==> src/hdl/qufl_pkg.sv <==
// Shared types, widths and codes for the QUICK upwind face flux block.
`default_nettype none

package qufl_pkg;

    // Field widths of the stream words.
    localparam int unsigned WORD_W     = 32;
    localparam int unsigned IN_DATA_W  = 6 * WORD_W;
    localparam int unsigned OUT_W      = 64;

    // Eight times the face value, in Q16.16 units, needs 36 signed bits.
    localparam int unsigned F8_W       = 36;
    localparam int unsigned MAG8_W     = F8_W - 1;
    localparam int unsigned F8_HI_W    = MAG8_W - WORD_W;

    // Area (64 bits) times speed (32 bits), then times |8f| (35 bits).
    localparam int unsigned AREA_W     = 2 * WORD_W;
    localparam int unsigned P1_W       = AREA_W + WORD_W;
    localparam int unsigned Q3_W       = P1_W + F8_HI_W;
    localparam int unsigned SA_W       = P1_W + 1;
    localparam int unsigned P2_W       = P1_W + MAG8_W + 1;

    // The full product has 67 fraction bits; the result keeps 32 of them.
    localparam int unsigned OUT_LSB    = 35;
    localparam int unsigned ROUND_BIT  = OUT_LSB - 1;

    typedef enum logic [1:0] {
        KIND_X    = 2'd0,
        KIND_Y    = 2'd1,
        KIND_Z    = 2'd2,
        KIND_NONE = 2'd3
    } kind_t;

    typedef enum logic {
        CFG_SPACING_X = 1'b0,
        CFG_SPACING_Y = 1'b1
    } cfg_index_t;

    // Operands of the curvature stencil.
    typedef struct packed {
        logic [WORD_W-1:0] velocity;
        logic              area_zero;
        logic [WORD_W-1:0] c_behind;
        logic [WORD_W-1:0] c_here;
        logic [WORD_W-1:0] c_ahead;
        logic [WORD_W-1:0] c_ahead2;
    } stencil_in_t;

    // Magnitude of eight times the face value and the sign of the flux.
    typedef struct packed {
        logic [MAG8_W-1:0] mag;
        logic              neg;
    } stencil_t;

endpackage

`default_nettype wire

==> src/hdl/qufl_stencil.sv <==
// Upwind or downwind QUICK stencil: eight times the face value, split into sign and magnitude.
`default_nettype none

module qufl_stencil (
    input  qufl_pkg::stencil_in_t stin,
    output qufl_pkg::stencil_t    stout
);
    import qufl_pkg::*;

    logic signed [F8_W-1:0] b_ext;
    logic signed [F8_W-1:0] h_ext;
    logic signed [F8_W-1:0] a_ext;
    logic signed [F8_W-1:0] a2_ext;
    logic signed [F8_W-1:0] f8_up;
    logic signed [F8_W-1:0] f8_dn;
    logic signed [F8_W-1:0] f8;
    logic                   upwind;

    assign b_ext  = F8_W'($signed(stin.c_behind));
    assign h_ext  = F8_W'($signed(stin.c_here));
    assign a_ext  = F8_W'($signed(stin.c_ahead));
    assign a2_ext = F8_W'($signed(stin.c_ahead2));

    // 4*(here + ahead) - (ahead - 2*here + behind) = 6*here + 3*ahead - behind.
    assign f8_up = (h_ext <<< 2) + (h_ext <<< 1) + (a_ext <<< 1) + a_ext - b_ext;
    // 4*(here + ahead) - (ahead2 - 2*ahead + here) = 3*here + 6*ahead - ahead2.
    assign f8_dn = (h_ext <<< 1) + h_ext + (a_ext <<< 2) + (a_ext <<< 1) - a2_ext;

    // The upwind cell sits behind only for a strictly positive mass flux.
    assign upwind = !stin.velocity[WORD_W-1] && (stin.velocity != '0) && !stin.area_zero;
    assign f8     = upwind ? f8_up : f8_dn;

    assign stout.mag = f8[F8_W-1] ? MAG8_W'(-f8) : MAG8_W'(f8);
    assign stout.neg = stin.velocity[WORD_W-1] != f8[F8_W-1];

endmodule

`default_nettype wire

==> config.mk <==
export PLATFORM = sky130hd
export DESIGN_NAME = qufl_stencil
export DESIGN_NICKNAME = d
export VERILOG_FILES = /design/src/hdl/qufl_pkg.sv /design/src/hdl/qufl_stencil.sv
export SDC_FILE = /design/constraint.sdc
export NUM_CORES = 1
export LEC_CHECK = 0
export ABC_AREA = 1
export BUFFER_PORTS_ARGS = -buffer_cell sky130_fd_sc_hd__clkbuf_2
export CAP_MARGIN = 20
export CORE_AREA = 2 2 144 146
export DETAILED_ROUTE_END_ITERATION = 10
export DIE_AREA = 0 0 146 148
export PLACE_DENSITY = 0.83
export SYNTH_ARGS = -nofsm -noshare
export SYNTH_HDL_FRONTEND = slang
export SYNTH_SLANG_ARGS = --single-unit
==> constraint.sdc <==
create_clock -name vclk -period 19
set_input_delay 3.8 -clock vclk [all_inputs]
set_output_delay 3.8 -clock vclk [all_outputs]
set_load 0.005 [all_outputs]
* After elaboration in Yosys (flattened, before gate mapping)
Index checks and enable logic that the tools add are counted.
Storage, ports and cells: bits of input ports 161, register bits after elaboration 0, output and inout bits 36
Cells by class: eq/ne operators 1, reduce and logical (&&, ||, !) cells 5, multiplexer cells 2, add/subtract/negate cells 9
Operators with widths (number):
- $add A35 B33 Y36 | 2
- $sub A36 B32 Y36 | 2
- $add A36 B32 Y36 | 1
- $mux W36 | 1
- $add A34 B33 Y35 | 1
- $add A34 B34 Y35 | 1
- $mux W35 | 1
- $neg A35 Y35 | 1
- $add A33 B32 Y34 | 1
- $reduce_bool A32 Y1 | 1
- $logic_and A1 B1 Y1 | 2
- $logic_not A1 Y1 | 2
- $ne A1 B1 Y1 | 1

* Longest topological paths before layout
Gate-level depths: netlist of run 1.
depth after elaboration 7, depth in mapped cells 28

* Worst setup path before layout of run 1
OpenSTA, ideal clock, no wires.
kind input-to-output, start input stin[3] (netlist name), end output stout[33] (netlist name), stages on the path 25, setup slack 7.724 ns, data arrival time 7.476 ns, path buffers 0, cells stage by stage inv_1 fa_1 fa_1 fa_1 ha_1 fa_1 nand3_1 nand3_1 nand2_1 nand2_1 nand2_1 nand2_1 nand2_1 nand2_1 nand2_1 o21ai_0 nor2_1 nand2_1 nor2_4 nand3_2 nand2_4 nand2_1 nand2_1 nand2_1 inv_1
RTL lines:
- start: declaration | RTL line qufl_stencil.sv:5 | input qufl_pkg::stencil_in_t stin,
- end: declaration | RTL line qufl_stencil.sv:6 | output qufl_pkg::stencil_t stout

==> run_results.csv, run 1 <==
group,metric,value,unit
placement,dp_cells,2359,
die,dieHeight,148,um
sta,final_hold_viol_count,0,
drt,drt_iter0_drc,644,
finish,final_area,0.01306,mm^2
sta,relSlewSlack,0.3097,
sta,tightest_slew,1033,ps
clock_tree,post_cts_buffers,0,
worst_setup_path,path_cells,"clkbuf_2 -> fa_1 -> fa_1 -> fa_1 -> ha_1 -> fa_1 -> nand3_1 -> nand3_1 -> nand2_1 -> nand2_1 -> nand2_1 -> nand2_1 -> nand3_1 -> nand3_1 -> nand2_1 -> nand2_1 -> nand2_2 -> o21ai_0 -> nand2_1 -> nand2_1 -> nand2_1 -> inv_1 -> clkbuf_2",
worst_setup_path,start_kind,"input port",
finish,diodes,0,
sta,worst_slack,6741,ps
drt,firstDrtPassIters,6,
die,io_pins,197,
drt,drc,0,
finish,layout_commonest_cell,"nand2_1",
drt,vias,11910,
sta,setup_viol,0,
synth,synth_area,0.01181,mm^2
clock_tree,holdBufCountCts,0,
flow_run,cap_violations,0,
drt,ant_nets,0,
worst_setup_path,crit_required,15200,ps
worst_setup_path,crit_path_max_fanout,33,
die,dieArea,0.02161,mm^2
finish,fin_cells,2359,
global_route,antenna_found_initial,0,
global_route,grt_max_degree,46,
placement,dp_slack,6796,ps
worst_setup_path,path_common_cell,"nand2_1",
synth,synth_warnings,0,
power_and_ir_drop,p_leak,8.093,nW
sta,hold-worst-slack,7948,ps
synth,synth_nets,2335,
die,coreArea,0.02004,mm^2
drt,vias_per_cell,5.049,
die,row_count,52,
finish,seq_cells,0,
drt,wirelength,34290,um
worst_setup_path,critPathMaxStageDelay,600,ps
sta,drv_slew,0,
placement,io_buffers,197,
placement,dp_hpwl,31490,um
finish,fin_util,0.6517,
power_and_ir_drop,p_total,1.894,mW
worst_setup_path,worstSetupPathType,"in -> out",
sta,period_minus_slack,12260,ps
die,die_x,146,um
placement,gp_congestion,0.9645,
finish,seq_area,0,um^2
global_route,overflow,0,
finish,final_net_count,2523,
clock_tree,cts_resized,0,
worst_setup_path,critPathSlowestCell,"fa_1",
finish,clock_buffers,0,
sta,finalSetupTns,0,ps
finish,fill_cells,1959,
sta,max_freq,0.08157,GHz
min_path,hold_class,"in -> out",
global_route,grt_pass1_wl,57460,um
sta,finalCritPeriodShare,0.6452,
synth,synth.avg_cell_area,6.203,um^2
finish,area_delta_synth_final,10.63,%
synth,ys_seq_area_frac,0,
power_and_ir_drop,max-vdd-ir-drop,63.94,uV
worst_setup_path,cp_num_buf_inv,3,
global_route,grt.total_usage,0.3264,
drt,post_drt_wl_per_cell,14.53,um
status,outcome,"completed",
finish,final_cell_mix,"nand2_1 (561), inv_1 (550), clkbuf_2 (197)",
die,start_util,0.5891,
worst_setup_path,crit_family,"adder cells",
worst_setup_path,cp-end-kind,"output pin",
placement,place_area,0.01306,mm^2
worst_setup_path,worstPathArrival,8460,ps
sta,rsz0062_at_grt,"no",
synth,syn_inst,1903,
power_and_ir_drop,powerDensity,145.0,mW/mm^2
synth,yosysUniqueCellTypes,35,
finish,drive_above_1_share,0.1144,
global_route,grt_pass1_vias,12030,
finish,multi_input_area,0.009657,mm^2
## per-layer routing
layer | track usage | up-vias | part of all wire
met4 | 0.1078 | 0 | 0.042
li1 | - | 5952 | -
met1 | 0.3919 | 5492 | 0.40
met3 | 0.01543 | 81 | 0.043
met2 | 0.6262 | 386 | 0.51
met5 | 0 | - | 0
## kinds of logic (layout without fill, tap and decap cells)
group	count (synthesis)	after routing	share of synthesized area
xor gates and xnor gates	40	40	0.02968
adders and majority gates	271	271	0.4081
AOI/OAI and AO/OA	78	78	0.03572
and+or+nand+nor	950	950	0.3439
buffers and inverters	564	750	0.1826
## power by group
part	internal, mW	leakage (nW)	switching, mW
registers	0	0	0
clock network	0	0	0
logic	0.659	8.09	1.23
## path summary, 6_finish.rpt
path	startpoint	to	cells past startpoint
max	stin[34]	stout[33]	23
min	stin[160]	stout[0]	4
## Yosys cell counts, types with 3 or more instances
master | n | area, um^2
o21ai_1 | 4 | 20.02
xor2_1 | 22 | 192.7
nor2_4 | 5 | 56.30
nand3_4 | 3 | 52.55
nor2_1 | 154 | 578.1
nand2_1 | 561 | 2106
nand3b_1 | 13 | 97.59
buf_2 | 7 | 35.03
a21oi_1 | 45 | 225.2
buf_6 | 4 | 45.04
ha_1 | 81 | 1013
nor2_2 | 4 | 25.02
fa_1 | 190 | 3804
o21ai_0 | 21 | 105.1
nor3_1 | 12 | 60.06
nand3_1 | 143 | 715.7
nand3_2 | 5 | 50.05
xnor2_1 | 18 | 157.7
nand2_2 | 17 | 106.4
inv_1 | 550 | 2064
nand4_1 | 26 | 162.7
## final cells by class
cell class	instances	share of cell area
multi-input cells	1339	0.7394
inverters	552	0.1587
repair buffers	198	0.07607
well taps	270	0.02587
Note: power is estimated with default switching activity, not from simulation.
==> run 2, diff against run 1 <==
--- a/config.mk
+++ b/config.mk
@@ -8,10 +8,10 @@
 export ABC_AREA = 1
 export BUFFER_PORTS_ARGS = -buffer_cell sky130_fd_sc_hd__clkbuf_2
 export CAP_MARGIN = 20
-export CORE_AREA = 2 2 144 146
+export CORE_AREA = 2 2 150 152
 export DETAILED_ROUTE_END_ITERATION = 10
-export DIE_AREA = 0 0 146 148
-export PLACE_DENSITY = 0.83
+export DIE_AREA = 0 0 152 154
+export PLACE_DENSITY = 0.8
 export SYNTH_ARGS = -nofsm -noshare
 export SYNTH_HDL_FRONTEND = slang
 export SYNTH_SLANG_ARGS = --single-unit
==> constraint.sdc (replaced) <==
create_clock -name vclk -period 10.73
set_input_delay 2.146 -clock vclk [all_inputs]
set_output_delay 2.146 -clock vclk [all_outputs]
set_load 0.005 [all_outputs]
==> run 2 against run 1 <==
Combinational power is 79% higher. Critical path type unchanged. Highest routed layer unchanged. Power up 79%. Worst hold slack lost 3300 ps. Via count fell by 0.96%. First-iteration DRC count fell by 2.8%. Largest cell class unchanged. Design area is 0.15% higher. Non-clock buffer count is 1 higher. Final cell count rose by 0.47%. Global-route usage shrank 2.1 points. Critical path depth stayed put.
==> run_results.csv, run 2 (synthesis gave the netlist of run 1 again) <==
group,metric,value,unit
finish,fin_cells,2370,
sta,finalCritPeriodShare,0.8232,
clock_tree,holdBufCountCts,0,
finish,seq_area,0,um^2
global_route,grt.total_usage,0.3058,
drt,firstDrtPassIters,6,
die,dieArea,0.02341,mm^2
drt,dr_wl_met2,17340,um
global_route,antenna_found_initial,0,
sta,max_freq,0.1132,GHz
drt,top_layer_used,"met4",
min_path,min_to,"stout[0]",
sta,tightest_slew,619.6,ps
finish,final_cell_mix,"nand2_1 (561), inv_1 (550), clkbuf_2 (197)",
drt,drt_iter0_drc,626,
drt,ant_nets,0,
worst_setup_path,crit_path_max_fanout,33,
die,row_count,54,
worst_setup_path,crit_required,8580,ps
power_and_ir_drop,powerDensity,259.1,mW/mm^2
drt,vias,11800,
flow_run,cap_violations,0,
sta,relSlewSlack,0.5855,
sta,drv_slew,0,
die,die_x,152,um
drt,drt-met1-wl,14900,um
worst_setup_path,cp-end-kind,"output pin",
global_route,grt_pass1_vias,12010,
sta,final_hold_viol_count,0,
sta,period_minus_slack,8833,ps
worst_setup_path,worstSetupPathType,"in -> out",
finish,fin_util,0.6031,
die,dieHeight,154,um
clock_tree,cts_resized,0,
finish,diodes,0,
drt,wirelength,35130,um
die,coreArea,0.02169,mm^2
sta,rsz0062_at_grt,"no",
placement,dp_cells,2370,
drt,post_drt_wl_per_cell,14.82,um
status,outcome,"completed",
power_and_ir_drop,max-vdd-ir-drop,116.7,uV
min_path,hold_path.startpoint,"stin[160]",
clock_tree,post_cts_buffers,0,
min_path,hold_class,"in -> out",
finish,fill_cells,2184,
power_and_ir_drop,p_leak,8.098,nW
drt,drc,0,
worst_setup_path,worstPathArrival,6690,ps
sta,finalSetupTns,0,ps
die,io_pins,197,
drt,vias_per_cell,4.978,
finish,final_net_count,2524,
worst_setup_path,start_kind,"input port",
global_route,grt_pass1_wl,58240,um
min_path,min_path_cells,4,
finish,clock_buffers,0,
finish,seq_cells,0,
finish,layout_commonest_cell,"nand2_1",
drt,met3_length,1267,um
finish,area_delta_synth_final,10.80,%
placement,dp_hpwl,32440,um
sta,setup_viol,0,
global_route,grt_max_degree,46,
placement,io_buffers,197,
die,start_util,0.5443,
global_route,overflow,0,
placement,gp_congestion,0.9422,
finish,drive_above_1_share,0.1148,
-- run 2: cell types whose count changed in the layout (fill, tap and decap cells not counted), sizes merged --
cell	previous run	this run
buf	1	2
-- run 2: worst max-delay path by stage --
stage / start / endpoint / slack [ps] / cells past startpoint
2_1_floorplan: stin[3] / stout[33] / 2760 / 25
3_3_place_gp: stin[34] / stout[33] / 1930 / 23
3_5_place_dp: stin[34] / stout[30] / 1920 / 23
4_1_cts: stin[34] / stout[30] / 1890 / 23
5_1_grt: stin[33] / stout[34] / 1490 / 23
6_report: stin[34] / stout[33] / 1900 / 23
-- run 2: layout make-up --
cell class / count / area [um^2] / area share
multi-input combinational: 1339 / 9657 / 0.7383
timing repair buffer: 199 / 1001 / 0.07653
tap: 280 / 350.3 / 0.02678
inverter: 552 / 2072 / 0.1584
-- run 2: metrics by stage --
step,power [mW],setup WS [ps],hold WS [ps],area (um^2)
finish,3.389,1897,4653,13080
global route,3.820,1492,4676,13080
CTS,3.377,1886,4657,13080
detailed placement,3.359,1917,4657,13080
global placement,3.328,1928,4658,13080
floorplan,2.311,2762,4422,11810
-- run 2: critical path, stage by stage --
cell and delay, ps:
clkbuf_2 150, fa_1 590, fa_1 440, fa_1 490, ha_1 290, fa_1 470, nand3_1 110, nand3_1 130
nand2_1 110, nand2_1 90, nand2_1 70, nand2_1 120, nand3_1 120, nand3_1 100, nand2_1 90, nand2_1 60
nand2_2 480, o21ai_0 260, nand2_1 120, nand2_1 50, nand2_1 60, inv_1 40, clkbuf_2 100
-- run 2: metal layers --
| layer | global-route usage | vias to the layer above |
|---|---|---|
| li1 | - | 5960 |
| met1 | 0.3721 | 5431 |
| met2 | 0.5731 | 340 |
| met3 | 0.01325 | 66 |
| met4 | 0.1144 | 0 |
| met5 | 0 | - |
-- run 2: power by group --
part           internal [mW]  switching [mW]  leakage, nW
combinational           1.17            2.22         8.10
clock                      0               0            0
sequential                 0               0            0
total                   1.17            2.22         8.10
==> run 3, diff against run 2 <==
--- a/config.mk
+++ b/config.mk
@@ -5,12 +5,12 @@
 export SDC_FILE = /design/constraint.sdc
 export NUM_CORES = 1
 export LEC_CHECK = 0
-export ABC_AREA = 1
+export ABC_AREA = 0
 export BUFFER_PORTS_ARGS = -buffer_cell sky130_fd_sc_hd__clkbuf_2
 export CAP_MARGIN = 20
-export CORE_AREA = 2 2 150 152
+export CORE_AREA = 2 2 141 143
 export DETAILED_ROUTE_END_ITERATION = 10
-export DIE_AREA = 0 0 152 154
+export DIE_AREA = 0 0 143 145
 export PLACE_DENSITY = 0.8
 export SYNTH_ARGS = -nofsm -noshare
 export SYNTH_HDL_FRONTEND = slang
==> constraint.sdc (replaced) <==
create_clock -name vclk -period 7.35
set_input_delay 1.47 -clock vclk [all_inputs]
set_output_delay 1.47 -clock vclk [all_outputs]
set_load 0.005 [all_outputs]
==> run 3 against run 2 <==
The flow now finishes with violations (setup timing). Flip-flop and latch count is the same. Non-clock buffer count grew 305. Design area grew 12%. Critical path type unchanged.
==> run_results.csv, run 3 <==
group,metric,value,unit
finish,seq_cells,0,
worst_setup_path,cp-end-kind,"output pin",
placement,dp_hpwl,25960,um
synth,yosys.cell_count.top_type,"inv_1",
finish,final_cell_mix,"inv_1 (316), buf_4 (291), fa_1 (186)",
global_route,overflow,0,
synth,synth_common_cells,"inv_1 (320), fa_1 (190), a21oi_1 (94)",
sta,finalSetupTns,-15460,ps
die,coreArea,0.01921,mm^2
global_route,grt_max_degree,24,
finish,clock_buffers,0,
synth,ys_seq_area_frac,0,
sta,max_freq,0.1270,GHz
sta,period_minus_slack,7877,ps
synth,synth_top_area_cell,"fa_1",
die,start_util,0.5306,
drt,firstDrtPassIters,7,
drt,post_drt_wl_per_cell,16.44,um
global_route,antenna_found_initial,0,
worst_setup_path,start_kind,"input port",
power_and_ir_drop,powerDensity,510.4,mW/mm^2
placement,gp_congestion,0.9315,
drt,vias,10590,
power_and_ir_drop,pwr-share-comb,1.000,
die,row_count,51,
die,dieArea,0.02074,mm^2
global_route,grt.total_usage,0.2880,
die,dieHeight,145,um
synth,synth_warnings,0,
sta,final_hold_viol_count,0,
die,io_pins,197,
finish,diodes,0,
min_path,hold_class,"in -> out",
sta,finalCritPeriodShare,1.072,
power_and_ir_drop,p_sw,3.837,mW
sta,setup_viol,35,
synth,yosysUniqueCellTypes,80,
sta,drv_slew,0,
global_route,grt_pass1_vias,11020,
power_and_ir_drop,clockPowerShare,0,
status,violations,"setup timing",
synth,synth.avg_cell_area,8.259,um^2
finish,seq_area,0,um^2
power_and_ir_drop,p_total,7.489,mW
synth,synth_area,0.01019,mm^2
worst_setup_path,crit_path_max_fanout,8,
sta,worst_slack,-526.8,ps
worst_setup_path,worstPathArrival,6410,ps
sta,tightest_slew,1341,ps
placement,io_buffers,197,
drt,drt_iter0_drc,639,
power_and_ir_drop,power_frac_seq,0,
drt,vias_per_cell,5.359,
status,outcome,"complete, but fails checks",
power_and_ir_drop,p_leak,7.700,nW
power_and_ir_drop,intPower,3.653,mW
finish,drive_above_1_share,0.3846,
power_and_ir_drop,max-vdd-ir-drop,246.1,uV
clock_tree,holdBufCountCts,0,
finish,layout_commonest_cell,"inv_1",
synth,synth_nets,1666,
die,die_x,143,um
synth,synth_area_leaders,"fa_1 (37%), inv_1 (12%), ha_1 (9.9%)",
finish,final_net_count,2145,
global_route,grt_pass1_wl,49790,um
synth,synth_top_area_frac,0.3732,
synth,syn_inst,1234,
worst_setup_path,crit_required,5880,ps
power_and_ir_drop,p_sw_frac,0.5123,
drt,drc,0,
drt,wirelength,32480,um
sta,rsz0062_at_grt,"yes",
flow_run,cap_violations,0,
drt,ant_nets,0,
finish,area_delta_synth_final,43.98,%
worst_setup_path,worstSetupPathType,"in -> out",
finish,fin_util,0.7639,
sta,relSlewSlack,0.09815,
[run 3: cell types whose count changed in the layout (fill, tap and decap cells not counted), sizes merged, moves of 19 or more]
cell,before,now
nand2,579,66
buf,2,346
inv,552,321
nand3,151,19
nor2,163,58
a21oi,45,100
xnor2,18,60
clkbuf,197,158
o21ai,27,57
a31oi,0,19
[run 3: critical path: stages]
cell       delay (ps)
buf_2             150
fa_1              470
fa_1              500
inv_1              60
fa_1              510
inv_1              50
ha_1              300
a21oi_2           180
o21ai_2           110
a2111oi_4         460
a211oi_4          160
a2111oi_4         410
o41ai_2           110
xnor2_1           370
nand2_1           230
o21ai_4           160
buf_12            190
a31oi_4            50
xnor2_1           200
buf_4             170
buf_6              90
[run 3: power by group through the flow]
stage	registers (mW)	clock network, mW	logic (mW)
final	0	0	7.49
after global routing	0	0	8.02
after CTS	0	0	6.43
after detailed placement	0	0	6.09
after global placement	0	0	6.00
after floorplan	0	0	3.38
[run 3: path summary, 6_finish.rpt]
path	start	endpoint	slack (ps)	cells after the start
max	stin[40]	stout[17]	-530	21
min	stin[160]	stout[0]	3280	3
[run 3: routing by layer]
layer  track usage  share of wire
met5             0              0
met1        0.3602           0.39
met3       0.01155          0.044
met2        0.5440           0.52
met4       0.06287          0.045
[run 3: cell type report]
cell class,instances,area (um^2)
Multi-Input combinational cell,886,9689
Inverter,321,1207
Timing Repair Buffer,504,3445
Tap cell,265,331.6
Fill cell,1273,4534
[run 3: cells by family (layout without fill, tap and decap cells)]
| family | Yosys count | after routing | synth area share |
|---|---|---|---|
| and+or+nand+nor | 236 | 236 | 0.1188 |
| buffers and inverters | 349 | 825 | 0.1317 |
| adders and majority gates | 271 | 271 | 0.4727 |
| muxes | 14 | 14 | 0.01387 |
| xor gates and xnor gates | 90 | 90 | 0.07735 |
| AOI/OAI and AO/OA | 274 | 275 | 0.1855 |
[run 3: timing repair]
item | 4_1_cts | 5_1_grt
setup buffers | 25 | 29
pin swaps | 29 | 100
cloned | 0 | 2
resized for setup | 42 | 183
setup endpoints to repair | 35 | 35
[run 3: through the flow]
stage | area, um^2 | worst slack [ps] | hold WS (ps) | cells
after CTS | 13700 | -508.0 | 3242 | 1946
after global routing | 14670 | -723.4 | 3282 | 1976
after detailed placement | 13320 | -622.5 | 3237 | 1924
after floorplan | 10190 | 24.70 | 3000 | 1234
final | 14670 | -526.8 | 3282 | 1976
after global placement | 13320 | -497.9 | 3233 | 1924
